### src/rtl/core/ofvs_pkg.sv
// ----------------------------------------------------------------------------
// ofvs_pkg
// Shared widths, register indexes and stage payload types for the
// optical-flow velocity solver.
// ----------------------------------------------------------------------------
package ofvs_pkg;

	localparam int FIELD_W = 32;           // tensor sum field width
	localparam int MAG_W   = 32;           // magnitude of a field
	localparam int PROD_W  = 64;           // product / sum magnitude
	localparam int VEL_W   = 16;           // Q3.12 velocity
	localparam int CLAMP_W = 15;
	localparam int THR_W   = 32;
	localparam int CFG_IDX_W = 1;
	localparam int CFG_DAT_W = 32;
	localparam int QBITS   = 16;           // 3 integer + 13 fraction bits
	localparam int INT_BITS = 3;
	localparam int DIV_W   = PROD_W + INT_BITS;

	localparam logic [CFG_IDX_W-1:0] CFG_DET_THRESHOLD = 1'b0;
	localparam logic [CFG_IDX_W-1:0] CFG_CLAMP_LIMIT   = 1'b1;

	localparam logic [THR_W-1:0]   THR_RESET   = 32'd7;
	localparam logic [CLAMP_W-1:0] CLAMP_RESET = 15'd24576;

	// determinant and numerators in sign-magnitude form
	typedef struct packed {
		logic [PROD_W-1:0] det;
		logic [PROD_W-1:0] numx;
		logic [PROD_W-1:0] numy;
		logic              det_neg;
		logic              numx_neg;
		logic              numy_neg;
	} sums_t;

	// side info that rides along with each quotient
	typedef struct packed {
		logic neg;
		logic sat;
	} div_tag_t;

endpackage

### src/rtl/core/ofvs_divider.sv
// ----------------------------------------------------------------------------
// ofvs_divider
// Pipelined restoring divider: floor(num * 2^13 / den) over 16 stages,
// one quotient bit per stage. Valid only when num < 8 * den.
// ----------------------------------------------------------------------------
module ofvs_divider (
	input  logic                           clk,
	input  logic [ofvs_pkg::PROD_W-1:0]    num,
	input  logic [ofvs_pkg::PROD_W-1:0]    den,
	input  ofvs_pkg::div_tag_t             tag_in,
	output logic [ofvs_pkg::QBITS-1:0]     quo,
	output ofvs_pkg::div_tag_t             tag_out
);
	import ofvs_pkg::*;

	logic [DIV_W-1:0] rem_s [QBITS+1];
	logic [DIV_W-1:0] dv_s  [QBITS+1];
	logic [QBITS-1:0] q_s   [QBITS+1];
	div_tag_t         tag_s [QBITS+1];

	// stage 0 is the input; divisor scaled by 8 so the quotient is fractional
	always_comb begin
		rem_s[0] = {{INT_BITS{1'b0}}, num};
		dv_s[0]  = {den, {INT_BITS{1'b0}}};
		q_s[0]   = '0;
		tag_s[0] = tag_in;
	end

	// one shift, compare and subtract per stage
	for (genvar i = 0; i < QBITS; i++) begin : g_step
		logic [DIV_W:0] r2;
		logic           ge;
		always_comb begin
			r2 = {rem_s[i], 1'b0};
			ge = r2 >= {1'b0, dv_s[i]};
		end
		always_ff @(posedge clk) begin
			rem_s[i+1] <= ge ? DIV_W'(r2 - {1'b0, dv_s[i]}) : DIV_W'(r2);
			dv_s[i+1]  <= dv_s[i];
			q_s[i+1]   <= {q_s[i][QBITS-2:0], ge};
			tag_s[i+1] <= tag_s[i];
		end
	end

	assign quo     = q_s[QBITS];
	assign tag_out = tag_s[QBITS];

endmodule

### config.mk
export PLATFORM = sky130hd
export DESIGN_NAME = ofvs_divider
export DESIGN_NICKNAME = d
export VERILOG_FILES = /design/src/rtl/core/ofvs_pkg.sv /design/src/rtl/core/ofvs_divider.sv
export SDC_FILE = /design/constraint.sdc
export NUM_CORES = 2
export LEC_CHECK = 0
export BUFFER_PORTS_ARGS = -buffer_cell sky130_fd_sc_hd__buf_2
export CORE_MARGIN = 4
export CORE_UTILIZATION = 60
export CTS_BUF_LIST = sky130_fd_sc_hd__clkbuf_16
export CTS_CLUSTER_SIZE = 14
export DETAILED_ROUTE_END_ITERATION = 10
export PLACE_DENSITY = 0.75
export SLEW_MARGIN = 15
export SYNTH_ARGS = -nofsm -noshare
export SYNTH_HDL_FRONTEND = slang
export SYNTH_SLANG_ARGS = --single-unit
### constraint.sdc
create_clock -name clk -period 4.2 [get_ports clk]
set_input_delay 0.21 -clock clk [delete_from_list [all_inputs] [get_ports clk]]
set_output_delay 0.21 -clock clk [all_outputs]
set_load 0.01 [all_outputs]
# After elaboration in Yosys (flattened, before gate mapping)
# Index checks and enable logic that the tools add are counted.
# W data, S select, Z words.
[op_classes] n_addsub=15 mux=15 magnitude_cmp=16
[ops] operator="$ge A68 B67 Y1" n=15
[ops] operator="$mux W67" n=14
[ops] operator="$sub A67 B67 Y67" n=14
[ops] operator="$ge A65 B67 Y1" n=1
[ops] operator="$sub A65 B67 Y67" n=1
[ops] operator="$mux W65" n=1
[word_totals] register_bits=2133 out_inout_bits=18 elab_cells=139

# Logic depth before layout (Yosys ltp)
[logic_depth] depth_word=2 mapped_depth=18

# Least setup slack after synthesis
# No wires, ideal clock.
[synth_path] path_kind="register -> register" startpoint="reg dv_s[484] in the netlist's numbering" endpoint="reg rem_s, in the netlist g_step[10].r2[21]" path_stages_with_launch=16 setup_time_ps=121 period_less_slack_ps=3676 t_arrival_ps=3555 required_ps=4079 slack_ps=524 path_cell_list="dfxtp_1 inv_1 ha_1 inv_2 or4_1 a311o_1 a21oi_4 a31oi_4 o41ai_4 a31oi_4 o21bai_4 nand4_1 and2_4 clkinv_2 buf_6 mux2_2"
[synth_via] elab_chain_len=2 elab_cells_between_ends=3 classes_between="add/sub (1); order compare (1); mux (1)"
[synth_rtl] item="start, declared" line_no="ofvs_divider.sv:17" text="logic [DIV_W-1:0] dv_s [QBITS+1];"
[synth_rtl] item="start signal, assigned by index" line_no="ofvs_divider.sv:39" text="dv_s[i+1] <= dv_s[i];"
[synth_rtl] item="$sub A67 B67 Y67 or $ge A68 B67 Y1 (tied branches)" line_no="ofvs_divider.sv:38, ofvs_divider.sv:35"
[synth_rtl] item="$mux W67 (*)" line_no="ofvs_divider.sv:38" text="rem_s[i+1] <= ge ? DIV_W'(r2 - {1'b0, dv_s[i]}) : DIV_W'(r2);"
[synth_rtl] item="end signal, assigned by index" line_no="ofvs_divider.sv:38"
[synth_rtl] item="end, declared" line_no="ofvs_divider.sv:16" text="logic [DIV_W-1:0] rem_s [QBITS+1];"
# Every way passes the cells marked *; elsewhere a longest branch is shown, timed or not.
# A chain may end at the register's enable or synchronous reset.

# Final worst setup path
[layout_path] startpoint="reg dv_s[810] in the netlist's numbering" endpoint="reg rem_s, in the netlist g_step[5].r2[6]"
[layout_via] elab_chain_len=2
[layout_rtl] item="$ge A68 B67 Y1" line_no="ofvs_divider.sv:35" text="ge = r2 >= {1'b0, dv_s[i]};"
[layout_rtl] item="$mux W67" line_no="ofvs_divider.sv:38"
# Every way passes these cells.

==> summary.md <==
| Metric | Value |
|---|---|
| Status | complete, no violations |
| Layout cells sized above 1 | 0.1164 |
| Max IR drop VDD | around 0.45 mV |
| Clock Tree Buf Depth | 3 |
| IO Count | 149 |
| DRC viols | 0 |
| Finished Core Util | 0.6979 |
| DR vias | 97180 |
| Largest family of logic cells by synthesized area | compound AO/OA/AOI/OAI gates |
| Largest net degree at the start of global routing | between 60 and 70 |
| # clock sinks | approximately 2100 |
| Yosys cell types | 96 |
| Flop pwr share | 0.267 |
| Die H | 439.6 um |
| Power density cells | about 850 mW/mm2 |
| Setup TNS | 0 ps |
| Crit-path max cell delay | around 400 ps |
| Root buf cell | clkbuf_16 |
| Max_cap viols | 0 |
| Post-synth top area share | 0.3745 |
| Power Internal | approximately 64000 uW |
| Fin. max-slew vios | 0 |
| Fin crit share | 0.9886 |
| Mapped cell area | 0.1118 mm2 |
| Seq/Total Area, Yosys | 0.3745 |
| Synth Area in Simple Gates | 0.1332 |
| Crit Path Class | flip-flop to flip-flop |
| Detailed Route Iter0 Violations | 7605 |
| DPL Wire Length | 251600 um |
| Fillers | ~14000 |
| Top post-synthesis cells by count | 2091 x dfxtp_1, 1373 x a21oi_1, 1285 x inv_1 |
| CP Data Arrival Time | just under 5000 ps |
| Final setup violation count | 0 |
| Die W | about 440 um |
| Most frequent CP cell | buf_4 |
| Clock slew at reported path FFs | around 60 ps |
| Clock power frac | 0.163 |
| Core area | ~0.19 mm2 |
| Synthesis Warnings | 0 |
| Comb power frac | 0.570 |
| Final nets | about 15000 |
| Yosys reg bits | 2091 |
| Post-Synth Adder-Cell Area | 0.1170 |
| Placed insts | between 15000 and 20000 |
| Synth Area in Compound Gates | 0.2221 |
| Routability cong. | approximately 1.1 |
| Maximum clock rate | 240.9 MHz |
| Setup Skew | 25.84 ps |
| Ys async rst share | 0 |
| Routed WL per cell | roughly 19 um |
| Worst-path cell chain | inv_1, ha_1, o21ai_0, a21oi_1, o21ai_0, a211o_1, nand3_2, nand3_2, o211ai_1, o21ai_1, buf_4, o311ai_1, buf_4, a221o_4, buf_12, buf_4, nor2_1, a21oi_1 |
| CTS tree | done |
| Hold Fails Final Rpt | 0 |
| Post-synth EDFFs | 0 |
| P_leak | 0.06164 uW |
| Grt ovf | 0 |
| Final non-filler cell total | roughly 17000 |
| Sw frac | 0.4158 |
| First-pass DRT Iterations | 7 |
| First-pass GRT wire length | around 500000 um |
| Synth Area in XOR/XNOR | 0.06652 |
| Vias in the first global route | between 90000 and 100k |
| Via/cell ratio | about 5.8 |
| Min Tclk post-route | just over 4000 ps |
| Syn-to-layout area delta | 15.78% |
| Post-DP Area | roughly 0.12 mm2 |
| Syn Inst Count | ~13000 |
| CP required | about 5000 ps |
| Starting Density | 0.6028 |
| Htree depth | 4 |
| Slew Limit Headroom | 0.3050 |
| Net Switching | 45820 uW |
| CP startpoint kind | flip-flop |
| Top cells by area, synth | dfxtp_1 37%, ha_1 11%, a21oi_1 6.1% |
| CP max FO | 31 |
| Post-synthesis net count | roughly 14000 |
| Worst-Margin Slew | 1042 ps |
| Dominant synthesized flop cell | dfxtp_1 |
| Hold Path Class | input pin to flip-flop |
| Post-synthesis mux area share | 0.02479 |
| Mean Syn Cell Area | 8.480 um2 |
| Total Routed Length | approximately 320000 um |
| CP Capture Type | flip-flop |
| Clock Latency Late Sink | about 860 ps |
| CTS Buf Count | ~210 |
| Yosys top cell by area | dfxtp_1 |
| GR Util All Layers | 0.3189 |
| Top-count cell post-synth | dfxtp_1 |
| Overall die area | roughly 0.19 mm2 |
| Number of cell rows | around 160 |
| Port-buffer cells | roughly 150 |
| Final Cell Area | about 0.13 mm2 |
| Initial antenna violation count | 2 |
| Cell at the slowest stage of the critical path | dfxtp_1 |
| Antenna Nets Post-Route | 0 |
## stage by stage
step                hold WS, ps  power (uW)  setup WS, ps
detailed placement        312.1       89490        -451.4
finish                    58.20      110200         48.05
floorplan                 237.7       71610         524.3
global route              24.65      117900        -49.46
global placement          309.5       87980        -245.6
CTS                       1.097      108800         6.980
## registers in the layout (all words and copies together), names as in the netlist
signal     cells
g_step.r2    963
dv_s         960
q_s          120
tag_s         30
quo           16
tag_out        2
## worst max-delay path, delay by kind of cell (launching register included)
family,cells,cell delay [ps]
adder cells (fa/ha/maj),1,380
AO/OA/AOI/OAI,9,1920
flip-flops,1,400
AND/OR/NAND/NOR,3,380
buffers and inverters,5,940
## power by group through the flow
| stage | combinational (uW) | sequential [uW] | clock [uW] |
|---|---|---|---|
| 2_1_floorplan | 43400 | 28200 | 0 |
| 3_3_place_gp | 58400 | 29500 | 0 |
| 3_5_place_dp | 59900 | 29600 | 0 |
| 4_1_cts | 61100 | 29300 | 18300 |
| 5_1_grt | 68800 | 29900 | 19200 |
| 6_report | 62800 | 29400 | 18000 |
## layout by cell type, fill, tap and decap left out, types with 53 or more instances in the layout
cell type      Yosys  layout
o21a_1           134     133
a21o_1           667     667
dfxtp_1         2091    2088
a211oi_1          83      75
and2_1            69      69
inv_1           1285    1334
nand2b_1         123     123
nor2b_1          149     147
nor2_1           919     918
a31oi_1          120     108
ha_1            1021    1017
o21ai_0          851     843
a21boi_0          56      53
xor2_1           350     350
nand4_1          247     247
buf_2             48     148
o21bai_1         162     161
nand3_1          211     208
nand2_1          984     983
buf_4             19     770
mux2_2           212     211
nor4_1            54      53
and3_1           107     107
a21oi_1         1373    1362
clkbuf_16          0     216
nor3_1           147     145
xnor2_1          499     499
dlygate4sd3_1      0     199
o31ai_1           79      74
## layout make-up
cell class / instances / area (um2) / area share
multi-input combinational: 9302 / 63590 / 0.4913
sequential: 2091 / 41860 / 0.3235
timing repair buffer: 1157 / 9315 / 0.07198
clock buffer: 214 / 5355 / 0.04138
inverter: 1290 / 4843 / 0.03742
tap: 2480 / 3103 / 0.02398
clock inverter: 177 / 1333 / 0.01030
antenna: 7 / 17.52 / 0.0001353
## routing by layer
metal / global-route usage / vias up / wire length, um
met2: 0.5904 / 3740 / 159600
li1: - / 47750 / -
met5: 0 / - / 0
met1: 0.3198 / 44470 / 114700
met3: 0.03719 / 1217 / 14020
met4: 0.2612 / 0 / 30820
## cell families (layout without fill, tap and decap cells)
kind of cell,count (synthesis),in the layout
AOI/OAI and AO/OA,3991,3991
xor gates and xnor gates,849,849
adders and majority gates,1036,1036
buffers and inverters,1789,2838
DFF,2091,2091
muxes,248,248
other,0,7
and+or+nand+nor,3178,3178
## final timing paths
kind,start,cells after the start,to,slack [ps]
setup / recovery,dv_s[810]$_DFF_P_,18,g_step[5].r2[6]$_DFF_P_,50
setup reg to reg,dv_s[810]$_DFF_P_,18,g_step[5].r2[6]$_DFF_P_,50
hold / removal,den[11],2,dv_s[1019]$_DFF_P_,60
hold reg to reg,tag_s[23]$_DFF_P_,0,tag_s[21]$_DFF_P_,320
## repair_timing
item                       in CTS  in global routing
resized for setup              29                 83
pin swaps                       9                 24
hold buffers                  199                  0
gates cloned                    5                  3
setup buffers                   9                 11
setup endpoints to repair     307                601
hold endpoints to repair      131                  0
No activity file was read; power rests on OpenSTA's default activity.
